**src/rtl/core/morse_text_decoder_defines.svh**
```systemverilog
// ---------------------------------------------------------------------------
// Morse text decoder assertion macros
// Shared property macros for the decoder core, clocked on clk and disabled
// while rst_n is low.
// ---------------------------------------------------------------------------
`ifndef MORSE_TEXT_DECODER_DEFINES_SVH
`define MORSE_TEXT_DECODER_DEFINES_SVH

// Same-cycle implication
`define MTD_ASSERT_NOW(label, ante, cons) \
    label: assert property (@(posedge clk) disable iff (!rst_n) (ante) |-> (cons)) \
        else $error("morse_text_decoder: same-cycle check failed");

// Next-cycle implication
`define MTD_ASSERT_NEXT(label, ante, cons) \
    label: assert property (@(posedge clk) disable iff (!rst_n) (ante) |=> (cons)) \
        else $error("morse_text_decoder: next-cycle check failed");

`endif

```
**src/rtl/core/mtd_pkg.sv**
```systemverilog
// ---------------------------------------------------------------------------
// Morse text decoder package
// Types, byte codes and the letter table shared by the decoder core.
// ---------------------------------------------------------------------------
`default_nettype none

package mtd_pkg;

    localparam int FIFO_DEPTH = 4;

    localparam logic [2:0] MAX_ELEMENTS = 3'd4;

    // Notation bytes
    localparam logic [7:0] BYTE_NUL        = 8'h00;
    localparam logic [7:0] BYTE_TAB        = 8'h09;
    localparam logic [7:0] BYTE_LF         = 8'h0A;
    localparam logic [7:0] BYTE_CR         = 8'h0D;
    localparam logic [7:0] BYTE_SPACE      = 8'h20;
    localparam logic [7:0] BYTE_DASH       = 8'h2D;
    localparam logic [7:0] BYTE_DOT        = 8'h2E;
    localparam logic [7:0] BYTE_SLASH      = 8'h2F;
    localparam logic [7:0] BYTE_UNDERSCORE = 8'h5F;

    localparam logic [7:0] CHAR_SPACE = 8'h20;
    localparam logic [7:0] CHAR_NONE  = 8'h00;

    typedef enum logic [1:0] {
        KIND_CHAR  = 2'd0,
        KIND_END   = 2'd1,
        KIND_ERROR = 2'd2
    } kind_t;

    typedef struct packed {
        logic [3:0] element_bits;
        logic [2:0] element_count;
        logic       failed;
    } dec_state_t;

    typedef struct packed {
        logic [7:0] char_code;
        kind_t      kind;
        logic       last;
    } result_t;

    typedef struct packed {
        dec_state_t next_state;
        logic [1:0] count;
        result_t    res0;
        result_t    res1;
    } dec_out_t;

    // Letter alphabet, indexed by element bits plus 2^count - 1
    function automatic logic [7:0] letter_lookup(input logic [4:0] idx);
        logic [7:0] code;
        unique case (idx)
            5'd0:  code = 8'h20;
            5'd1:  code = "E";
            5'd2:  code = "T";
            5'd3:  code = "I";
            5'd4:  code = "N";
            5'd5:  code = "A";
            5'd6:  code = "M";
            5'd7:  code = "S";
            5'd8:  code = "D";
            5'd9:  code = "R";
            5'd10: code = "G";
            5'd11: code = "U";
            5'd12: code = "K";
            5'd13: code = "W";
            5'd14: code = "O";
            5'd15: code = "H";
            5'd16: code = "B";
            5'd17: code = "L";
            5'd18: code = "Z";
            5'd19: code = "F";
            5'd20: code = "C";
            5'd21: code = "P";
            5'd22: code = 8'hD6;
            5'd23: code = "V";
            5'd24: code = "X";
            5'd25: code = 8'hC4;
            5'd26: code = "Q";
            5'd27: code = 8'hDC;
            5'd28: code = "Y";
            5'd29: code = "J";
            default: code = 8'h23;
        endcase
        return code;
    endfunction

endpackage

`default_nettype wire

```
**src/rtl/core/morse_text_decoder.sv**
```systemverilog
// ---------------------------------------------------------------------------
// Morse text decoder
// Decodes a byte stream of dot/dash notation into Latin-1 characters.
// ---------------------------------------------------------------------------
// Usage:
//   The slave channel takes one notation byte per transfer on s_tdata.
//   The master channel gives one result per transfer: the character code on
//   m_tdata, the result kind on m_tuser (character, end of text, error) and
//   m_tlast on the final result caused by an input byte.
//   A byte is held in an input register and decoded from there into
//   zero, one or two results, which are pushed into a small result queue
//   (FIFO_DEPTH entries); results are offered from the queue head.
//   Throughput is one byte per cycle while each byte gives at most one
//   result and the receiver keeps up; a byte giving two results needs two
//   transfers on the single master port.
//   The input register advances only when the queue has room for two
//   results, so a stalled receiver fills the queue and then holds s_tready
//   low; no result is dropped.
//   Reset clears the pending letter, the error flag, the input register and
//   the queue; s_tready is high straight after reset.
// ---------------------------------------------------------------------------
`default_nettype none

`include "morse_text_decoder_defines.svh"

module morse_text_decoder
#(
    parameter int FIFO_DEPTH = mtd_pkg::FIFO_DEPTH
)
(
    input  wire logic       clk,
    input  wire logic       rst_n,

    input  wire logic       s_tvalid,
    output logic            s_tready,
    input  wire logic [7:0] s_tdata,   // [7:0] text_byte

    output logic            m_tvalid,
    input  wire logic       m_tready,
    output logic [7:0]      m_tdata,   // [7:0] char_code
    output logic [1:0]      m_tuser,   // [1:0] kind
    output logic            m_tlast    // last
);

    localparam int PTR_W = (FIFO_DEPTH > 1) ? $clog2(FIFO_DEPTH) : 1;
    localparam int CNT_W = $clog2(FIFO_DEPTH + 1);

    logic                in_valid_reg;
    logic [7:0]          in_byte_reg;
    mtd_pkg::dec_state_t state_reg;
    mtd_pkg::dec_out_t   dec;

    mtd_pkg::result_t    fifo_reg [FIFO_DEPTH];
    logic [PTR_W-1:0]    wr_ptr_reg;
    logic [PTR_W-1:0]    wr_ptr_next;
    logic [PTR_W-1:0]    wr_ptr_p1;
    logic [PTR_W-1:0]    wr_ptr_p2;
    logic [PTR_W-1:0]    rd_ptr_reg;
    logic [PTR_W-1:0]    rd_ptr_next;
    logic [CNT_W-1:0]    count_reg;
    logic [CNT_W-1:0]    count_next;

    logic                advance;
    logic                pop;
    logic [CNT_W-1:0]    push_n;
    mtd_pkg::result_t    head;

    mtd_decode u_decode
    (
        .text_byte (in_byte_reg),
        .state     (state_reg),
        .dec       (dec)
    );

    // Advance only with room for the largest burst of results
    assign advance  = in_valid_reg && (count_reg <= CNT_W'(FIFO_DEPTH - 2));
    assign s_tready = !in_valid_reg || advance;
    assign pop      = m_tvalid && m_tready;
    assign push_n   = advance ? CNT_W'(dec.count) : '0;

    assign wr_ptr_p1 = (wr_ptr_reg == PTR_W'(FIFO_DEPTH - 1)) ? '0 : wr_ptr_reg + 1'b1;
    assign wr_ptr_p2 = (wr_ptr_p1 == PTR_W'(FIFO_DEPTH - 1)) ? '0 : wr_ptr_p1 + 1'b1;

    always_comb
    begin
        wr_ptr_next = wr_ptr_reg;
        if (push_n == CNT_W'(1))
        begin
            wr_ptr_next = wr_ptr_p1;
        end
        else if (push_n == CNT_W'(2))
        begin
            wr_ptr_next = wr_ptr_p2;
        end
    end

    always_comb
    begin
        rd_ptr_next = rd_ptr_reg;
        if (pop)
        begin
            rd_ptr_next = (rd_ptr_reg == PTR_W'(FIFO_DEPTH - 1)) ? '0 : rd_ptr_reg + 1'b1;
        end
    end

    assign count_next = count_reg + push_n - (pop ? CNT_W'(1) : CNT_W'(0));

    always_ff @(posedge clk or negedge rst_n)
    begin
        if (!rst_n)
        begin
            in_valid_reg <= 1'b0;
            state_reg    <= '0;
            wr_ptr_reg   <= '0;
            rd_ptr_reg   <= '0;
            count_reg    <= '0;
        end
        else
        begin
            if (s_tvalid && s_tready)
            begin
                in_valid_reg <= 1'b1;
            end
            else if (advance)
            begin
                in_valid_reg <= 1'b0;
            end
            if (advance)
            begin
                state_reg <= dec.next_state;
            end
            wr_ptr_reg <= wr_ptr_next;
            rd_ptr_reg <= rd_ptr_next;
            count_reg  <= count_next;
        end
    end

    // Payload: input byte and queue entries
    always_ff @(posedge clk)
    begin
        if (s_tvalid && s_tready)
        begin
            in_byte_reg <= s_tdata;
        end
        if (advance && (dec.count != 2'd0))
        begin
            fifo_reg[wr_ptr_reg] <= dec.res0;
        end
        if (advance && (dec.count == 2'd2))
        begin
            fifo_reg[wr_ptr_p1] <= dec.res1;
        end
    end

    assign head     = fifo_reg[rd_ptr_reg];
    assign m_tvalid = (count_reg != '0);
    assign m_tdata  = head.char_code;
    assign m_tuser  = head.kind;
    assign m_tlast  = head.last;

    `MTD_ASSERT_NOW(a_fifo_bound, 1'b1, count_reg <= CNT_W'(FIFO_DEPTH))
    `MTD_ASSERT_NOW(a_failed_no_letter, state_reg.failed, state_reg.element_count == 3'd0)
    `MTD_ASSERT_NOW(a_letter_length, 1'b1, state_reg.element_count <= mtd_pkg::MAX_ELEMENTS)
    `MTD_ASSERT_NEXT(a_push_visible, advance && (dec.count != 2'd0), m_tvalid)

endmodule

`default_nettype wire

```
**src/rtl/core/mtd_decode.sv**
```systemverilog
// ---------------------------------------------------------------------------
// Morse text decoder step logic
// Combinational decode of one notation byte against the pending letter,
// giving the next letter state and up to two results.
// ---------------------------------------------------------------------------
`default_nettype none

module mtd_decode
(
    input  wire logic [7:0]         text_byte,
    input  wire mtd_pkg::dec_state_t state,
    output mtd_pkg::dec_out_t       dec
);

    logic                flush_valid;
    logic [4:0]          letter_idx;
    mtd_pkg::result_t    flush_res;
    mtd_pkg::result_t    err_res;
    mtd_pkg::result_t    end_res;
    mtd_pkg::result_t    space_res;
    mtd_pkg::dec_state_t cleared;
    mtd_pkg::dec_out_t   d;

    assign flush_valid = (state.element_count != 3'd0);
    assign letter_idx  = {1'b0, state.element_bits}
                       + ((5'd1 << state.element_count) - 5'd1);

    assign flush_res = '{char_code: mtd_pkg::letter_lookup(letter_idx),
                         kind: mtd_pkg::KIND_CHAR, last: 1'b0};
    assign err_res   = '{char_code: mtd_pkg::CHAR_NONE,
                         kind: mtd_pkg::KIND_ERROR, last: 1'b0};
    assign end_res   = '{char_code: mtd_pkg::CHAR_NONE,
                         kind: mtd_pkg::KIND_END, last: 1'b0};
    assign space_res = '{char_code: mtd_pkg::CHAR_SPACE,
                         kind: mtd_pkg::KIND_CHAR, last: 1'b0};
    assign cleared   = '{element_bits: 4'd0, element_count: 3'd0, failed: 1'b0};

    always_comb
    begin
        d.next_state = state;
        d.count      = 2'd0;
        d.res0       = space_res;
        d.res1       = space_res;

        if (state.failed)
        begin
            // Ignore everything up to end of text
            if (text_byte == mtd_pkg::BYTE_NUL)
            begin
                d.next_state = cleared;
                d.res0       = end_res;
                d.count      = 2'd1;
            end
        end
        else
        begin
            unique case (text_byte)
                mtd_pkg::BYTE_DOT, mtd_pkg::BYTE_DASH, mtd_pkg::BYTE_UNDERSCORE:
                begin
                    if (state.element_count >= mtd_pkg::MAX_ELEMENTS)
                    begin
                        d.next_state        = cleared;
                        d.next_state.failed = 1'b1;
                        d.res0              = err_res;
                        d.count             = 2'd1;
                    end
                    else
                    begin
                        if (text_byte != mtd_pkg::BYTE_DOT)
                        begin
                            d.next_state.element_bits = state.element_bits
                                | (4'd1 << state.element_count[1:0]);
                        end
                        d.next_state.element_count = state.element_count + 3'd1;
                    end
                end
                mtd_pkg::BYTE_SPACE, mtd_pkg::BYTE_TAB,
                mtd_pkg::BYTE_LF, mtd_pkg::BYTE_CR:
                begin
                    d.next_state = cleared;
                    d.res0       = flush_res;
                    d.count      = flush_valid ? 2'd1 : 2'd0;
                end
                mtd_pkg::BYTE_SLASH, mtd_pkg::BYTE_NUL:
                begin
                    // Flush the pending letter, then the word space or end marker
                    d.next_state = cleared;
                    if (flush_valid)
                    begin
                        d.res0  = flush_res;
                        d.res1  = (text_byte == mtd_pkg::BYTE_NUL) ? end_res : space_res;
                        d.count = 2'd2;
                    end
                    else
                    begin
                        d.res0  = (text_byte == mtd_pkg::BYTE_NUL) ? end_res : space_res;
                        d.count = 2'd1;
                    end
                end
                default:
                begin
                    d.next_state        = cleared;
                    d.next_state.failed = 1'b1;
                    d.res0              = err_res;
                    d.count             = 2'd1;
                end
            endcase
        end

        // Mark the final result of this byte
        if (d.count == 2'd1)
        begin
            d.res0.last = 1'b1;
        end
        if (d.count == 2'd2)
        begin
            d.res1.last = 1'b1;
        end
    end

    assign dec = d;

endmodule

`default_nettype wire

```
**config.mk**
```make
export PLATFORM = sky130hd
export DESIGN_NAME = morse_text_decoder
export DESIGN_NICKNAME = d
export VERILOG_FILES = /design/src/rtl/core/mtd_pkg.sv /design/src/rtl/core/morse_text_decoder.sv /design/src/rtl/core/mtd_decode.sv
export VERILOG_INCLUDE_DIRS = /design/src /design/src/rtl/core
export SDC_FILE = /design/constraint.sdc
export NUM_CORES = 1
export LEC_CHECK = 0
export ABC_AREA = 0
export BUFFER_PORTS_ARGS = -buffer_cell sky130_fd_sc_hd__buf_2
export CAP_MARGIN = 20
export CELL_PAD_IN_SITES_DETAIL_PLACEMENT = 1
export CELL_PAD_IN_SITES_GLOBAL_PLACEMENT = 2
export CORE_ASPECT_RATIO = 1.2
export CORE_MARGIN = 2
export CORE_UTILIZATION = 43
export CTS_CLUSTER_DIAMETER = 50
export DETAILED_ROUTE_END_ITERATION = 10
export PLACE_DENSITY_LB_ADDON = 0.1
export SLEW_MARGIN = 20
export SYNTH_ARGS = -nofsm -noshare
export SYNTH_HDL_FRONTEND = slang
export SYNTH_SLANG_ARGS = --single-unit
```
**constraint.sdc**
```tcl
create_clock -name clk -period 7.9 [get_ports clk]
set_clock_uncertainty 0.15 [all_clocks]
set_input_delay 1.185 -clock clk [delete_from_list [all_inputs] [get_ports clk]]
set_output_delay 1.185 -clock clk [all_outputs]
set_load 0.01 [all_outputs]
```
======== Word level (Yosys, flattened, before mapping) ========
Memories as Yosys holds them, arrays and structs flattened.
Index checks and enable logic that the tools add are counted.
operators by class
  add/sub/neg operators ................... 8
  order comparisons ....................... 2
  equal/unequal tests ..................... 18
  shifts and indexed selects .............. 2
  multiplexer cells ....................... 27
  bitwise operators ....................... 1
  reduce and logical (&&, ||, !) cells .... 18
operators by type and width
  kind                   number
  $pmux W21 S3           1
  $mux W21               2
  $mux W11               3
  $eq A8 B6 Y1 const B   4
  $eq A8 B4 Y1 const B   3
  $mux W14               1
  $mux W13               1
  $mux W2                6
  $eq A2 B2 Y1 const B   5
  $mux W1                10
  $mux W9                1
  $eq A8 B7 Y1 const B   1
  $logic_not A8 Y1       1
  $ne A8 B6 Y1 const B   1
  $mux W7                1
  $add A2 B1 Y2 const B  3
  $reduce_bool A2 Y1     3
  $reduce_bool A3 Y1     2
  $add A4 B5 Y5          1
  $logic_and A1 B1 Y1    5
  $shl A1 B3 Y5 const A  1
  $sub A5 B1 Y5 const B  1
  $eq A2 B1 Y1 const B   2
  $mux W4                1
  16 further kinds       16
storage, ports and cells
  bits in registers ....................... 24
  memory bits (writable) .................. 44
  bits in read-only memories .............. 256
  output and inout bits ................... 13
  word-level logic and storage cells ...... 86
  memories ................................ 2
memory list
  memory           words  width  read ports  clocked after Yosys merged registers in  wr ports  line                      text
  (no name shown)  32     8      1           0                                        0         mtd_pkg.sv:55             unique case (idx)
  fifo_reg         4      11     1           0                                        2         morse_text_decoder.sv:53  mtd_pkg::result_t fifo_reg [FIFO_DEPTH];

======== Depth between registers and ports, before layout ========
Gate-level depths: netlist of run 1.
An unclocked memory read counts as a cell.
  word-level depth ........................ 11
  gate-level depth with buffers ........... 17
  gate-level depth less buffers ........... 16

======== Modules after synthesis ========
A second synthesis of run 1 with hierarchy kept.
unflattened totals
  cells, all modules ...................... 378
  area, all modules ....................... 4745.8 um^2
modules (own cells, without submodules)
  module              instances  cells each  area an instance (um^2)  sequential area each (um^2)
  morse_text_decoder  1          195         3454.6                   1961.9
  mtd_decode          1          183         1291.2                   0.0

======== Worst setup path before layout of run 1 ========
Ideal clock, no wire load.
  path type ............................... register -> register
  start ................................... reg state_reg[1] (netlist bit)
  end ..................................... mem fifo_reg[0][5] (netlist bit)
  library setup time ...................... 0.086 ns
  data arrival time ....................... 3.367 ns
  required time ........................... 7.664 ns
  slack ................................... 4.298 ns
  cell stages (with the launch flop) ...... 16
  clock period less this slack ............ 3.602 ns
  cell sequence ........................... dfrtp_1 inv_1 ha_1 nor2b_1 inv_1 ha_1 inv_1 ha_1 inv_1 fa_1 xnor2_1 mux2_2 mux2i_1 mux2i_1 or2_2 a211oi_1
RTL lines
  what                      line                       text
  start: declaration        morse_text_decoder.sv:50   mtd_pkg::dec_state_t state_reg;
  start signal: assignment  morse_text_decoder.sv:130  state_reg <= dec.next_state;
  end: declaration          morse_text_decoder.sv:53

==> impl_metrics.yaml, run 1 <==
yosys:
  synth_edf_count: 20
  synth_top_area_share_pct: 15.0
  synth_area_leaders: "dfxtp_1, edfxtp_1, dfrtp_1"
  syn_avg_cell_area_um2: 9.79
  synthCells: 435
  yosysUniqueCellTypes: 67
  ys_ff_latch: 68
  async_flop_share_pct: 23.5
  ys.flop_type: "dfxtp_1"
  syn_nets: 479
  yosysWarnings: 0
  synth_area_mm2: 0.00426
  synth_area_leader_cell: "dfxtp_1"
  ys_seq_area_share_pct: 38.6
cells_and_area:
  largest_reg_flops: 44
  multi_input_area_mm2: 0.00234
  layout.nets: 495
  post-route-util_pct: 49.2
  layout-drive-gt1-share_pct: 16.4
  num_antenna_cells: 0
  seq_area_mm2: 0.00164
  nFillCells: 1091
  final_common_cell: "inv_1"
  syn2layout_area_growth_pct: 10.5
  final_cell_mix: "inv_1, nand2_1, dfxtp_1"
sta:
  finalCritPeriodShare_pct: 53.4
  relSlewSlack_pct: 30.4
  timing.fmax_mhz: 237
  worstMarginPinSlew_ps: 1040
  tns_ps: 0
  setup_ws_ps: 3680
  final-max-slew-violation-count: 0
  hold_violations: 0
  finalSetupViolations: 0
  rsz0062_at_grt: "false"
  period_minus_slack_ps: 4220
critical_path:
  crit_path_end_kind: "flop"
  critical_path_class: "reg -> reg"
  required_ps: 7960
  r2r_cells: 16
  cpMostUsedCell: "inv_1"
  arrival_ps: 4280
  max_stage_delay_ps: 850
  start_kind: "flop"
  worst_path_max_delay_cell: "xor2_1"
  path_cells: "inv_1, ha_1, nor2b_1, inv_1, ha_1, inv_1, ha_1, inv_1, fa_1, xor2_1, mux2i_1, mux2i_1, mux2i_1, or2_2, nor2_1, a311o_1"
  path_max_fanout: 14
routing:
  drt_first_pass_iters: 4
  drt_wl_total_mm: 11.2
  route.detailed.drc: 0
  wl_per_cell_um: 19.4
  viasPerCell: 5.84
  ant_nets: 0
  drt-initial-drc-count: 182
  num_vias: 3381
place:
  dp.final_hpwl_mm: 8.23
  place_ws_ps: 3680
  port_buffers: 24
  place.gp.congestion: 0.844
clock_network:
  cts_setup_buffers: 0
  cts_buffer_depth: 2
  ctsResizeCount: 0
  cts.sinks: 68
  clk_latency_ps: 340
  ctsHoldBuffers: 0
  cts_tree: "built"
  clkSlewWorstSetupHoldPaths_ps: 60
  cts_max_level: 3
  cts-root-buf: "clkbuf_16"
  numCtsBuffers: 9
global_routing:
  grt_pass1_vias: 3596
  grt_overflow_total: 0
  grt_pass1_wl_mm: 18.7
  grt.total_usage_pct: 22.7
  antenna_found_initial: 0
  grt_max_degree: 21
die:
  floorplan.initialDensity_pct: 44.5
  dieWidth_um: 94.8
  io_pins: 25
  die_area_mm2: 0.0107
  die_h_um: 113
  coreArea_mm2: 0.00956
  rows: 39
run_status:
  status: "completed"
power:
  finalPower_uw: 1500
  leakagePower_uw: 0.00191
  peakVddDrop_mv: 0.141
  p_per_area_mw_per_mm2: 318
run:
  drv_cap: 0
worst_hold_path:
  holdPathStages: 2
  hold_path_class: "reg -> reg"
-- cell families after synthesis --
| family | after synthesis | share of synthesized area [%] |
|---|---|---|
| AND/OR/NAND/NOR | 133 | 16.2 |
| AO/OA/AOI/OAI | 109 | 18.7 |
| flip-flops | 68 | 38.6 |
| buffers and inverters | 65 | 6.55 |
| adder cells (fa/ha/maj) | 32 | 9.76 |
| multiplexers | 21 | 8.85 |
| XOR/XNOR | 7 | 1.44 |
-- cells in the mapped netlist (3+ instances only) --
cell      number
mux4_2        13
buf_2          4
a22o_1         6
clkbuf_1       7
o32ai_1        6
a211oi_1      10
dfxtp_1       32
nand3_1       12
a21o_1         3
mux2i_1        5
xor2_1         3
inv_1         46
a311o_1        6
ha_1          30
o211ai_1       3
nand2b_1       5
a311oi_1       5
a31oi_1        5
and2_1         5
o21ai_1        3
nor2b_1        3
and3_1         4
a21oi_1       18
nor2_1        31
o21ai_0       18
xnor2_1        4
or3_1          3
edfxtp_1      20
nand2_1       40
mux2_2         3
a32o_1         5
nor3_1         9
dfrtp_1       16
buf_4          4
a41oi_1        3
-- stage by stage --
step	hold WS (ps)	instances	instance area [um^2]
finish	301	579	4710
floorplan	270	435	4260
CTS	306	579	4710
detailed placement	293	563	4430
global route	340	579	4710
global placement	282	563	4430
-- per-layer routing --
layer	track usage (%)	wire, um
met4	7.05	180
met3	3.60	388
met1	28.4	4940
met2	39.7	5720
met5	0	0
-- final timing paths --
kind	start	to	slack, ps
hold / removal	fifo_reg[1][3]	fifo_reg[1][3]	300
min in group asynchronous	rst_n	state_reg[5]	630
max in group asynchronous	rst_n	state_reg[0]	6670
setup reg to reg	state_reg[1]	fifo_reg[2][5]	3680
hold reg to reg	fifo_reg[1][3]	fifo_reg[1][3]	300
setup / recovery	state_reg[1]	fifo_reg[2][5]	3680
-- layout make-up --
| class | instances | area share, % |
|---|---|---|
| clock buffer | 12 | 5.45 |
| clock inverter | 4 | 0.505 |
| inverter | 46 | 3.67 |
| multi-input combinational | 302 | 49.7 |
| sequential | 68 | 34.9 |
| tap | 123 | 3.27 |
| timing repair buffer | 24 | 2.55 |
-- power by group --
part           switching (uW)  internal (uW)  leakage (uW)
Sequential               86.0            430      0.000657
Combinational             325            273       0.00112
Clock                     154            229      0.000139
-- critical path, delay by kind of cell (launching register included) --
kind	cells	cell delay (ps)
flip-flops	1	430
AND/OR/NAND/NOR	3	450
adder cells (fa/ha/maj)	4	930
AO/OA/AOI/OAI	1	280
buffers and inverters	4	320
multiplexers	3	690
XOR/XNOR	1	850
No activity file was read; power rests on OpenSTA's default activity.
==> inputs of run 2 (changes only) <==
ABC_AREA = 1   (was 0)
CORE_UTILIZATION = 36   (was 43)
clock period = 4.3 ns   (was 7.9 ns; I/O delays follow)
==> impl_metrics.yaml, run 2 <==
routing:
  num_vias: 3715
  drt-initial-drc-count: 87
  ant_nets: 0
  wl_per_cell_um: 15.2
  drt_wl_total_mm: 11.3
  viasPerCell: 4.97
  route.detailed.drc: 0
  drt_first_pass_iters: 5
yosys:
  synth_edf_count: 20
  synthTopCellsByCount: "nand2_1, inv_1, nor2_1"
  synth_top_area_share_pct: 14.8
  yosysMostFrequentCell: "nand2_1"
  ys.flop_type: "dfxtp_1"
  synth_area_mm2: 0.00432
  syn_nets: 614
  yosysUniqueCellTypes: 39
  synth_area_leaders: "dfxtp_1, edfxtp_1, nand2_1"
  synthCells: 570
  syn_avg_cell_area_um2: 7.59
  ys_seq_area_share_pct: 38.0
  ys_ff_latch: 68
  yosysWarnings: 0
  async_flop_share_pct: 23.5
  synth_area_leader_cell: "dfxtp_1"
die:
  io_pins: 25
  dieWidth_um: 104
  die_h_um: 124
  die_area_mm2: 0.0129
  floorplan.initialDensity_pct: 37.2
  coreArea_mm2: 0.0116
  rows: 43
place:
  dp.final_hpwl_mm: 8.42
  dp.cells: 731
  place_ws_ps: 824
  place.gp.congestion: 0.838
  port_buffers: 24
global_routing:
  grt.total_usage_pct: 18.7
  grt_max_degree: 26
  grt_overflow_total: 0
  grt_pass1_wl_mm: 18.9
  grt_pass1_vias: 3895
  antenna_found_initial: 0
worst_hold_path:
  hold_path_class: "in -> async"
critical_path:
  critical_path_class: "reg -> reg"
  arrival_ps: 3400
  critPathTopFamily: "adder cells"
  crit_path_end_kind: "flop"
  max_stage_delay_ps: 650
  path_max_fanout: 12
  path_cells: "inv_1, ha_1, nand2_2, ha_1, inv_1, ha_1, inv_1, fa_1, inv_1, nand2_1, inv_1, nand2_1, nand2_1, nand3_1, nand2_1, nand2_1, nand3_1, nand2_1, nor2_1"
  required_ps: 4240
  rrSetupSlack_ps: 840
  worst_path_max_delay_cell: "fa_1"
  start_kind: "flop"
  cpMostUsedCell: "nand2_1"
  worstReg2RegEnd: "fifo_reg[2][8]"
  path_buf_inv: 5
  worstReg2RegStart: "state_reg[1]"
  r2r_cells: 19
cells_and_area:
  layout.nets: 629
  stdcell_count: 747
  layout-drive-gt1-share_pct: 13.2
  final_cell_mix: "nand2_1, inv_1, nor2_1"
  syn2layout_area_growth_pct: 12.2
  largest_reg_flops: 44
  num_antenna_cells: 0
  final_common_cell: "nand2_1"
sta:
  period_minus_slack_ps: 3460
  finalSetupViolations: 0
  hold_violations: 0
  final-max-slew-violation-count: 0
  setup_ws_ps: 839
  tns_ps: 0
  timing.fmax_mhz: 289
  rsz0062_at_grt: "false"
  relSlewSlack_pct: 50.4
  worstMarginPinSlew_ps: 742
  finalCritPeriodShare_pct: 80.5
run_status:
  status: "completed"
clock_network:
  ctsResizeCount: 0
  cts_tree: "built"
  ctsHoldBuffers: 0
  cts_max_level: 3
  numCtsBuffers: 9
  clk_latency_ps: 330
  cts.sinks: 68
  cts_setup_buffers: 0
  cts_buffer_depth: 2
  cts-root-buf: "clkbuf_16"
  clkSlewWorstSetupHoldPaths_ps: 60
power:
  peakVddDrop_mv: 0.271
  leakagePower_uw: 0.00242
  p_per_area_mw_per_mm2: 605
run:
  drv_cap: 0
run 2: changes by cell type in the layout (fill, tap and decap cells not counted), sizes merged, moves of 13 or more:
| cell | before | now |
|---|---|---|
| inv | 47 | 75 |
| mux4 | 13 | 0 |
| nand2 | 43 | 152 |
| nand3 | 13 | 59 |
| nor2 | 31 | 62 |
| o21ai | 23 | 48 |
run 2: how the worst max path moves through the flow:
stage | start | to | slack, ps | cells after the start
2_1_floorplan | state_reg[2] | fifo_reg[0][3] | 1330 | 20
5_1_grt | state_reg[1] | fifo_reg[0][8] | 430 | 19
3_5_place_dp | state_reg[1] | fifo_reg[2][8] | 820 | 19
3_3_place_gp | state_reg[1] | fifo_reg[2][8] | 930 | 19
6_report | state_reg[1] | fifo_reg[2][8] | 840 | 19
4_1_cts | state_reg[2] | fifo_reg[2][8] | 790 | 19
run 2: routing by layer:
metal	track usage, %	share of wire [%]	up-vias
met4	5.91	1.2	0
met3	3.14	2.4	11
met5	0	0	-
li1	-	-	1877
met1	21.4	45	1787
met2	35.5	51	40
run 2: layout make-up:
cell class                 instances  area [um^2]
fill                            1476         6770
multi-input combinational        406         2260
sequential                        68         1640
clock buffer                      14          307
inverter                          75          282
tap                              157          196
timing repair buffer              25          128
clock inverter                     2         35.0
run 2: cell families (layout without fill, tap and decap cells):
| logic type | Yosys count | after routing | synth area share [%] |
|---|---|---|---|
| xor gates and xnor gates | 3 | 3 | 0.608 |
| AOI/OAI and AO/OA | 92 | 92 | 11.7 |
| adders and majority gates | 32 | 32 | 9.61 |
| and+or+nand+nor | 279 | 279 | 30.5 |
| DFF | 68 | 68 | 38.0 |
| buffers and inverters | 96 | 116 | 9.66 |
run 2: metrics by stage:
stage / hold slack, ps / area, um^2 / util [%] / power (uW)
2_1_floorplan: 199 / 4320 / - / 1770
3_3_place_gp: 299 / 4510 / 38.8 / 2090
3_5_place_dp: 308 / 4510 / 38.8 / 2130
4_1_cts: 96.0 / 4850 / 41.8 / 2970
5_1_grt: 111 / 4850 / 41.8 / 3160
6_report: 89.3 / 4850 / 41.8 / 2940
run 2: where the power goes:
group / internal, uW / leakage [uW] / switching [uW]
sequential: 791 / 0.000656 / 113
combinational: 417 / 0.00159 / 779
clock: 551 / 0.000169 / 285
total: 1760 / 0.00242 / 1180
==> inputs of run 3 (changes only) <==
CORE_UTILIZATION = 33   (was 36)
clock period = 2.91 ns   (was 4.3 ns; I/O delays follow)
==> impl_metrics.yaml, run 3 (synthesis gave the netlist of run 2 again) <==
clock_network:
  numCtsBuffers: 9
  cts_buffer_depth: 2
  clk_latency_ps: 340
  cts_max_level: 3
  cts_tree: "built"
  cts-root-buf: "clkbuf_16"
  clkSlewWorstSetupHoldPaths_ps: 60
  cts.sinks: 68
sta:
  finalSetupViolations: 8
  finalCritPeriodShare_pct: 102
  final-max-slew-violation-count: 0
  worstMarginPinSlew_ps: 715
  setup_ws_ps: -44.7
  rsz0062_at_grt: "true"
  relSlewSlack_pct: 51.9
  hold_violations: 0
  worst_hold_slack_ps: 121
  timing.fmax_mhz: 338
  period_minus_slack_ps: 2950
global_routing:
  grt_overflow_total: 0
  antenna_found_initial: 0
  grt_pass1_vias: 4213
  grt_max_degree: 25
  grt.total_usage_pct: 18.8
  grt_pass1_wl_mm: 20.6
cells_and_area:
  largest_reg_flops: 44
  nFillCells: 1572
  final_cell_mix: "nand2_1, inv_1, nor2_1"
  final_common_cell: "nand2_1"
  layout.nets: 671
  num_antenna_cells: 0
  seq_area_mm2: 0.00164
  post-route-util_pct: 42.3
  syn2layout_area_growth_pct: 24.6
  stdcell_count: 796
  multi_input_area_mm2: 0.00248
  layout-drive-gt1-share_pct: 27.7
critical_path:
  r2r_cells: 17
  start_kind: "flop"
  required_ps: 2960
  path_max_fanout: 8
  worstReg2RegEnd: "fifo_reg[0][8]"
  critical_path_class: "reg -> reg"
  max_stage_delay_ps: 570
  path_cells: "buf_6, ha_4, nand2_4, ha_4, inv_4, ha_4, inv_2, fa_2, buf_6, nand3_2, nand3_2, nand3_1, nand2_1, nand2_2, nand2_2, nand3_2, a21oi_2"
  rrSetupSlack_ps: -40
  crit_path_end_kind: "flop"
  worstReg2RegStart: "state_reg[1]"
  worst_path_max_delay_cell: "fa_2"
  arrival_ps: 3000
routing:
  drt_first_pass_iters: 4
  drt_wl_total_mm: 12.0
  drt-initial-drc-count: 133
  wl_per_cell_um: 15.1
  viasPerCell: 4.83
  num_vias: 3848
  route.detailed.drc: 0
  ant_nets: 0
die:
  dieWidth_um: 108
  die_area_mm2: 0.0140
  io_pins: 25
  die_h_um: 129
  floorplan.initialDensity_pct: 34.0
  rows: 45
  coreArea_mm2: 0.0127
power:
  leakagePower_uw: 0.00263
  peakVddDrop_mv: 0.364
  p_per_area_mw_per_mm2: 858
place:
  place.gp.congestion: 0.784
  dp.cells: 770
  dp.final_hpwl_mm: 9.06
  port_buffers: 24
worst_hold_path:
  hold_path_class: "in -> reg"
  worstHoldStart: "s_tdata[1]"
  worst_hold_path.endpoint: "in_byte_reg[1]"
  holdPathStages: 1
run_status:
  status: "complete, but fails checks"
  violations: "setup timing"
run:
  drv_cap: 0
## run 3: cell count changes in the layout (fill, tap and decap cells not counted), sizes merged
cell / delta
clkinv: +2
buf: +41
clkinvlp: +1
clkbuf: -5
inv: +1
dlygate4sd3: +1
bufinv: +1
## run 3: power by group
part           total (uW)  leakage, uW  internal, uW  switching, uW
logic                2120      0.00182           829           1290
registers            1330     0.000654          1170            161
clock network        1180     0.000153           747            429
total                4620      0.00263          2740           1880
## run 3: what timing repair did
item                                    CTS  global route
pin swaps                                18            21
resized for setup                        45            32
endpoints found under the hold margin    16             0
setup buffers                             5             4
endpoints found under the setup margin   24            33
hold buffers                              1             0
## run 3: layout make-up
class | count | area share (%)
Clock buffer | 9 | 4.18
Clock inverter | 7 | 1.67
Sequential cell | 68 | 30.5
Tap cell | 164 | 3.81
Inverter | 75 | 5.32
Multi-Input combinational cell | 406 | 46.1
Timing Repair Buffer | 67 | 8.48
## run 3: stage by stage
stage	power, uW	setup TNS (ps)	instance area (um^2)	setup WS, ps
final	4620	-135	5390	-44.7
after CTS	4600	-100	5250	-35.1
after detailed placement	3280	-2970	4760	-308
after floorplan	2620	0	4330	19.5
after global routing	5010	-3320	5390	-154
after global placement	3240	-1410	4760	-206
## run 3: critical path, delay by kind of cell (launching register included)
family,cells,cell delay (ps)
adder cells (fa/ha/maj),4,1070
buffers and inverters,4,370
AND/OR/NAND/NOR,8,650
flip-flops,1,450
AO/OA/AOI/OAI,1,130
## run 3: layer usage
layer	up-vias	track usage, %	share of wire, %
li1	1961	-	-
met1	1835	22.2	44
met2	34	34.1	53
met3	18	3.37	1.8
met4	0	6.56	1.9
met5	-	0	0
## run 3: worst max-delay path by stage
stage                             from        endpoint  slack [ps]  cells after the start
after floorplan           state_reg[1]  fifo_reg[0][5]          20                     20
after global placement    state_reg[2]  fifo_reg[2][5]        -210                     19
after detailed placement  state_reg[2]  fifo_reg[2][5]        -310                     19
after CTS                 state_reg[2]  fifo_reg[1][8]         -40                     19
after global routing      state_reg[1]  fifo_reg[0][5]        -150                     19
final                     state_reg[1]  fifo_reg[0][8]         -40                     17
